<file path="config.mk">
export PLATFORM = sky130hd
export DESIGN_NAME = lgi_ctrl
export DESIGN_NICKNAME = d
export VERILOG_FILES = /design/src/hw/rtl/lgi_pkg.sv /design/src/hw/rtl/lgi_ctrl.sv
export SDC_FILE = /design/constraint.sdc
export NUM_CORES = 1
export LEC_CHECK = 0
export BUFFER_PORTS_ARGS = -buffer_cell sky130_fd_sc_hd__buf_2
export CAP_MARGIN = 25
export CORE_ASPECT_RATIO = 1.4
export CORE_MARGIN = 10
export CORE_UTILIZATION = 47
export CTS_BUF_LIST = sky130_fd_sc_hd__clkbuf_16
export DETAILED_ROUTE_END_ITERATION = 7
export PLACE_DENSITY = 0.73
export SYNTH_ARGS = -nofsm -noshare
export SYNTH_HDL_FRONTEND = slang
export SYNTH_SLANG_ARGS = --single-unit
</file>
<file path="constraint.sdc">
create_clock -name clk -period 7.65 [get_ports clk]
set_input_delay 0.3825 -clock clk [delete_from_list [all_inputs] [get_ports clk]]
set_output_delay 0.3825 -clock clk [all_outputs]
set_load 0.005 [all_outputs]
</file>
<file path="src/hw/rtl/lgi_pkg.sv">
package lgi_pkg;

	localparam int unsigned MAX_POINTS_DEF = 16;
	localparam int unsigned WEIGHT_W = 63;
	localparam int unsigned MAG_W = 33;
	localparam int unsigned PROD_W = 96;
	localparam int unsigned DIV_STEPS = PROD_W;
	localparam int unsigned DIV_CW = $clog2(DIV_STEPS);

	localparam logic [WEIGHT_W-1:0] WEIGHT_ONE = WEIGHT_W'(64'd1 << 32);
	localparam logic [PROD_W-1:0] WEIGHT_MAX = PROD_W'(64'd1 << 62);
	localparam logic [63:0] TERM_MAX = 64'd1 << 56;

	typedef enum logic [1:0] {
		OP_CLEAR  = 2'd0,
		OP_APPEND = 2'd1,
		OP_EVAL   = 2'd2,
		OP_NONE   = 2'd3
	} op_t;

	typedef enum logic [2:0] {
		ST_OK    = 3'd0,
		ST_FULL  = 3'd1,
		ST_EMPTY = 3'd2,
		ST_DUP   = 3'd3,
		ST_SAT   = 3'd4
	} status_t;

	typedef struct packed {
		logic    take_item;
		logic    mem_wr;
		logic    lat_xa;
		logic    lat_j;
		logic    ld_fac;
		logic    ld_term;
		logic    mul0;
		logic    mul1;
		logic    div_step;
		logic    div_end;
		logic    term_add;
		logic    acc_clr;
		logic    out_load;
		logic    out_eval;
		status_t out_code;
	} dp_cmd_t;

	typedef struct packed {
		logic x_match;
		logic out_busy;
	} dp_sts_t;

endpackage

</file>
<file path="src/hw/rtl/lgi_ctrl.sv">
module lgi_ctrl import lgi_pkg::*; #(
	parameter int unsigned MAX_POINTS = MAX_POINTS_DEF,
	localparam int unsigned AW = (MAX_POINTS > 1) ? $clog2(MAX_POINTS) : 1,
	localparam int unsigned CW = $clog2(MAX_POINTS + 1)
) (
	input  logic          clk,
	input  logic          arst_n,
	input  logic          in_valid,
	output logic          in_ready,
	input  logic [1:0]    operation,
	output dp_cmd_t       cmd,
	input  dp_sts_t       sts,
	output logic [AW-1:0] rd_addr,
	output logic [AW-1:0] wr_addr,
	output logic [CW-1:0] n_held
);

	typedef enum logic [17:0] {
		S_IDLE     = 18'h00001,
		S_APPEND   = 18'h00002,
		S_DUP_A    = 18'h00004,
		S_DUP_AL   = 18'h00008,
		S_DUP_BI   = 18'h00010,
		S_DUP_BC   = 18'h00020,
		S_J_RD     = 18'h00040,
		S_J_LAT    = 18'h00080,
		S_I_CHK    = 18'h00100,
		S_I_LAT    = 18'h00200,
		S_MUL0     = 18'h00400,
		S_MUL1     = 18'h00800,
		S_DIV      = 18'h01000,
		S_DIV_END  = 18'h02000,
		S_TERM_LD  = 18'h04000,
		S_TERM_ADD = 18'h08000,
		S_DONE     = 18'h10000,
		S_SPARE    = 18'h20000
	} state_t;

	state_t state_q, state_d;
	logic [CW-1:0] n_q, n_d, a_q, a_d, b_q, b_d, j_q, j_d, i_q, i_d;
	logic [DIV_CW-1:0] cnt_q, cnt_d;
	logic term_q, term_d, eval_q, eval_d;
	status_t code_q, code_d;
	op_t op;

	assign op = op_t'(operation);

	always_comb begin
		state_d = state_q;
		n_d = n_q;
		a_d = a_q;
		b_d = b_q;
		j_d = j_q;
		i_d = i_q;
		cnt_d = cnt_q;
		term_d = term_q;
		eval_d = eval_q;
		code_d = code_q;
		cmd = '0;
		cmd.out_code = code_q;
		cmd.out_eval = eval_q;
		rd_addr = '0;
		in_ready = 1'b0;
		unique case (state_q)
			S_IDLE: begin
				in_ready = 1'b1;
				if (in_valid) begin
					cmd.take_item = 1'b1;
					cmd.acc_clr = 1'b1;
					eval_d = 1'b0;
					code_d = ST_OK;
					state_d = S_DONE;
					unique case (op)
						OP_CLEAR: n_d = '0;
						OP_APPEND: begin
							if (n_q == CW'(MAX_POINTS)) begin
								code_d = ST_FULL;
							end else begin
								state_d = S_APPEND;
							end
						end
						OP_EVAL: begin
							if (n_q == '0) begin
								code_d = ST_EMPTY;
							end else if (n_q == CW'(1)) begin
								j_d = '0;
								state_d = S_J_RD;
							end else begin
								a_d = CW'(1);
								state_d = S_DUP_A;
							end
						end
						default: ;
					endcase
				end
			end
			S_APPEND: begin
				cmd.mem_wr = 1'b1;
				n_d = CW'(n_q + 1'b1);
				state_d = S_DONE;
			end
			S_DUP_A: begin
				rd_addr = a_q[AW-1:0];
				state_d = S_DUP_AL;
			end
			S_DUP_AL: begin
				cmd.lat_xa = 1'b1;
				b_d = '0;
				state_d = S_DUP_BI;
			end
			S_DUP_BI: begin
				rd_addr = b_q[AW-1:0];
				state_d = S_DUP_BC;
			end
			S_DUP_BC: begin
				if (sts.x_match) begin
					code_d = ST_DUP;
					state_d = S_DONE;
				end else if (CW'(b_q + 1'b1) == a_q) begin
					if (CW'(a_q + 1'b1) == n_q) begin
						j_d = '0;
						state_d = S_J_RD;
					end else begin
						a_d = CW'(a_q + 1'b1);
						state_d = S_DUP_A;
					end
				end else begin
					b_d = CW'(b_q + 1'b1);
					state_d = S_DUP_BI;
				end
			end
			S_J_RD: begin
				rd_addr = j_q[AW-1:0];
				state_d = S_J_LAT;
			end
			S_J_LAT: begin
				cmd.lat_j = 1'b1;
				i_d = '0;
				state_d = S_I_CHK;
			end
			S_I_CHK: begin
				rd_addr = i_q[AW-1:0];
				if (i_q == n_q) begin
					state_d = S_TERM_LD;
				end else if (i_q == j_q) begin
					i_d = CW'(i_q + 1'b1);
				end else begin
					state_d = S_I_LAT;
				end
			end
			S_I_LAT: begin
				cmd.ld_fac = 1'b1;
				term_d = 1'b0;
				state_d = S_MUL0;
			end
			S_MUL0: begin
				cmd.mul0 = 1'b1;
				state_d = S_MUL1;
			end
			S_MUL1: begin
				cmd.mul1 = 1'b1;
				cnt_d = '0;
				state_d = term_q ? S_TERM_ADD : S_DIV;
			end
			S_DIV: begin
				cmd.div_step = 1'b1;
				cnt_d = DIV_CW'(cnt_q + 1'b1);
				if (cnt_q == DIV_CW'(DIV_STEPS - 1)) begin
					state_d = S_DIV_END;
				end
			end
			S_DIV_END: begin
				cmd.div_end = 1'b1;
				i_d = CW'(i_q + 1'b1);
				state_d = S_I_CHK;
			end
			S_TERM_LD: begin
				cmd.ld_term = 1'b1;
				term_d = 1'b1;
				state_d = S_MUL0;
			end
			S_TERM_ADD: begin
				cmd.term_add = 1'b1;
				if (CW'(j_q + 1'b1) == n_q) begin
					eval_d = 1'b1;
					state_d = S_DONE;
				end else begin
					j_d = CW'(j_q + 1'b1);
					state_d = S_J_RD;
				end
			end
			S_DONE: begin
				if (!sts.out_busy) begin
					cmd.out_load = 1'b1;
					state_d = S_IDLE;
				end
			end
			default: state_d = S_IDLE;
		endcase
	end

	always_ff @(posedge clk or negedge arst_n) begin
		if (!arst_n) begin
			state_q <= S_IDLE;
			n_q <= '0;
			a_q <= '0;
			b_q <= '0;
			j_q <= '0;
			i_q <= '0;
			cnt_q <= '0;
			term_q <= 1'b0;
			eval_q <= 1'b0;
			code_q <= ST_OK;
		end else begin
			state_q <= state_d;
			n_q <= n_d;
			a_q <= a_d;
			b_q <= b_d;
			j_q <= j_d;
			i_q <= i_d;
			cnt_q <= cnt_d;
			term_q <= term_d;
			eval_q <= eval_d;
			code_q <= code_d;
		end
	end

	assign wr_addr = n_q[AW-1:0];
	assign n_held = n_q;

endmodule

</file>
==> run_results.csv <==
group,metric,value,unit
floorplanning,die_h,122,um
timing,tightest_slew,0.743,ns
route,dr_total_vias,3080,
synthesis,synth_edf_count,0,
route,routed_via_density,5.98,
power_and_ir_drop,max-vdd-ir-drop,147,uV
run,cap_violations,0,
synthesis,netlist_area,3500,um2
timing,finalWorstSetupSlack,4.28,ns
power_and_ir_drop,pwr-share-comb,0.358,
floorplanning,die-area,11400,um2
clock_network,root_buffer,"clkbuf_16",
place,placed_area,3670,um2
route,wl_per_cell,18.5,um
synthesis,ys_ff_latch,53,
route,drt_iter0_drc,286,
worst_setup_path,start_kind,"register",
place,io_buffers,36,
timing,skew,0.00877,ns
clock_network,cts.htree.levels,2,
clock_network,post_cts_buffers,0,
synthesis,yosysMostFrequentCell,"dfrtp_1",
place,dpl.hpwl,7020,um
global_routing,antenna_found_initial,0,
outcome,status,"complete, no violations",
cells_and_area,seq_area,1330,um2
cells_and_area,diodes,0,
worst_setup_path,cp_max_fo,9,
clock_network,path_clk_slew,0.07,ns
worst_setup_path,path_cells,"or4_1 > nor4_2 > nand4b_2 > inv_1 > and2_1 > buf_2",
worst_setup_path,worstPathRequired,7.27,ns
power_and_ir_drop,p_leak,1.89,nW
floorplanning,design.core.area,7310,um2
power_and_ir_drop,p_int,0.600,mW
timing,fin_hold_ws,0.193,ns
synthesis,seq_area_frac_synth,0.379,
synthesis,synth_top_area_cell,"dfrtp_1",
global_routing,overflow,0,
floorplanning,die_w,93.0,um
route,ant_nets,0,
synthesis,yosys_warnings,0,
timing,setup_viol,0,
timing,report.final.slew_viol_count,0,
floorplanning,io_pins,38,
clock_network,cts_resized,0,
clock_network,clkSinkCount,53,
worst_setup_path,path_class,"register to output pin",
worst_setup_path,end_kind,"output pin",
place,dp_slack,4.54,ns
synthesis,synthAdderAreaFrac,0.0393,
worst_setup_path,arrival,2.99,ns
synthesis,synth_xor_area_frac,0.108,
synthesis,synthDominantCellAreaShare,0.371,
floorplanning,rows,37,
synthesis,synth_top_family_by_area,"simple AND/OR/NAND/NOR gates",
timing,maxClockFrequency,297,MHz
floorplanning,start_util,0.479,
timing,fin_crit,3.37,ns
synthesis,synth.area.top_cells,"dfrtp_1 (37%), xnor2_1 (6.3%), nand2_1 (4.9%), xor2_1 (4.5%), o21ai_0 (4.3%)",
route,drtPass1Iterations,7,
timing,rsz0062_at_grt,"false",
synthesis,synthSimpleGateAreaFrac,0.278,
timing,relSlewSlack,0.500,
cells_and_area,multiInputGateArea,1970,um2
route,drc,0,
power_and_ir_drop,powerDensity,256,nW/um2
power_and_ir_drop,seqPwrFrac,0.375,
clock_network,clockBufferDepth,2,
global_routing,grt_pass1_wl,15400,um
synthesis,synthFlopType,"dfrtp_1",
timing,post-route-period-util,0.440,
clock_network,cts_made_buffers,5,
cells_and_area,drive_above_1_share,0.144,
synthesis,synth_common_cells,"dfrtp_1 (52), nand2_1 (46), nor2_1 (32)",
synthesis,synth_cell_types,60,
cells_and_area,nFillCells,706,
cells_and_area,final_cell_area,3840,um2
timing,tns,0,ns
clock_network,cts_tree,"yes",
worst_setup_path,slowest_stage,"or4_1",
synthesis,async_flop_share,1.00,
clock_network,clock_latency,0.30,ns
place,gp_congestion,0.943,
power_and_ir_drop,p_total,0.985,mW
timing,final_hold_viol_count,0,
synthesis,syn_inst,401,
synthesis,postSynthAreaPerCell,8.74,um2
clock_network,ctsHoldBuffers,0,
synthesis,synth_nets,419,
cells_and_area,area_growth,9.68,%
global_routing,grt_max_degree,54,
global_routing,track_usage,0.169,
worst_setup_path,slowest_delay,0.63,ns
synthesis,synth_compound_area_frac,0.131,
synthesis,synthMuxAreaShare,0.00607,
hold_path,hold_path_class,"input port to asynchronous set/reset pin",
power_and_ir_drop,swShare,0.390,
power_and_ir_drop,switchingPower,0.385,mW
global_routing,grt_pass1_vias,3063,
cells_and_area,nNetsFinal,435,
power_and_ir_drop,power.clock.fraction,0.267,
route,drt-total-wl,9510,um
==> routing by layer <==
| metal | up-vias | GRT usage | part of all wire |
|---|---|---|---|
| met5 | - | 0 | 0 |
| met4 | 0 | 0.0996 | 0.052 |
| met3 | 38 | 0.0345 | 0.041 |
| met2 | 103 | 0.294 | 0.52 |
| met1 | 1498 | 0.185 | 0.39 |
| li1 | 1441 | - | - |
==> path summary, 6_finish.rpt <==
check                            from          end  slack, ns  cells past startpoint
setup / recovery           state_q[9]      cmd[16]       4.28                      6
hold / removal                 arst_n     cnt_q[3]       0.19                      2
setup reg to reg           state_q[9]    n_held[2]       4.44                      8
hold reg to reg              cnt_q[6]     cnt_q[6]       0.51                      1
max in group asynchronous      arst_n       j_q[1]       6.97                      2
min in group clk               sts[0]  state_q[16]       0.38                      3
==> layout by cell type, fill, tap and decap left out, drive strengths merged, types with 3 or more instances in the layout <==
cell type	Yosys	routed
nand3b	4	4
ha	11	11
xor2	18	18
nand4	5	5
or4	8	8
xnor2	25	25
o21ai	37	37
and2	7	7
inv	16	16
nor2	32	32
o211ai	3	3
a222oi	4	4
and4b	5	5
nand3	26	26
and3	3	3
dfrtp	52	52
nor3b	5	5
nand2	46	46
a21oi	11	11
o31ai	4	4
nor2b	4	4
clkbuf	16	5
buf	12	37
nor3	6	6
nand4b	6	6
nor4	8	8
==> logic make-up after synthesis <==
kind of cell,count (synthesis)
muxes,2
AOI/OAI and AO/OA,73
and+or+nand+nor,174
DFF,53
other,1
xor gates and xnor gates,43
adders and majority gates,11
buffers and inverters,44
==> flip-flops by register name, summed over array words and instances (netlist names) <==
signal   count
code_q       2
a_q          5
j_q          5
state_q     17
eval_q       1
n_held       5
cnt_q        7
b_q          5
i_q          5
term_q       1
==> worst max-delay path, delay by kind of cell, from the launching register on <==
kind	cells	cell delay [ns]
buf+inv	2	0.44
flops	1	0.41
simple gates	4	1.83
==> layout make-up <==
type,count,area share
Tap cell,97,0.0316
Clock buffer,5,0.0326
Timing Repair Buffer,37,0.0488
Sequential cell,53,0.345
Inverter,16,0.0156
Clock inverter,3,0.0120
Multi-Input combinational cell,304,0.514
==> power by group through the flow <==
| stage | Sequential, mW | Clock [mW] | Combinational (mW) |
|---|---|---|---|
| 4_1_cts | 0.367 | 0.266 | 0.350 |
| 3_5_place_dp | 0.373 | 0 | 0.342 |
| 6_report | 0.369 | 0.263 | 0.353 |
| 5_1_grt | 0.374 | 0.276 | 0.394 |
| 3_3_place_gp | 0.371 | 0 | 0.334 |
| 2_1_floorplan | 0.334 | 0 | 0.281 |
==> stage by stage <==
step | util | std cells
after global placement | 0.502 | 507
final | 0.525 | 515
after global routing | 0.525 | 515
after detailed placement | 0.502 | 507
after floorplan | - | 401
after CTS | 0.525 | 515
Note: power is estimated with default switching activity, not from simulation.
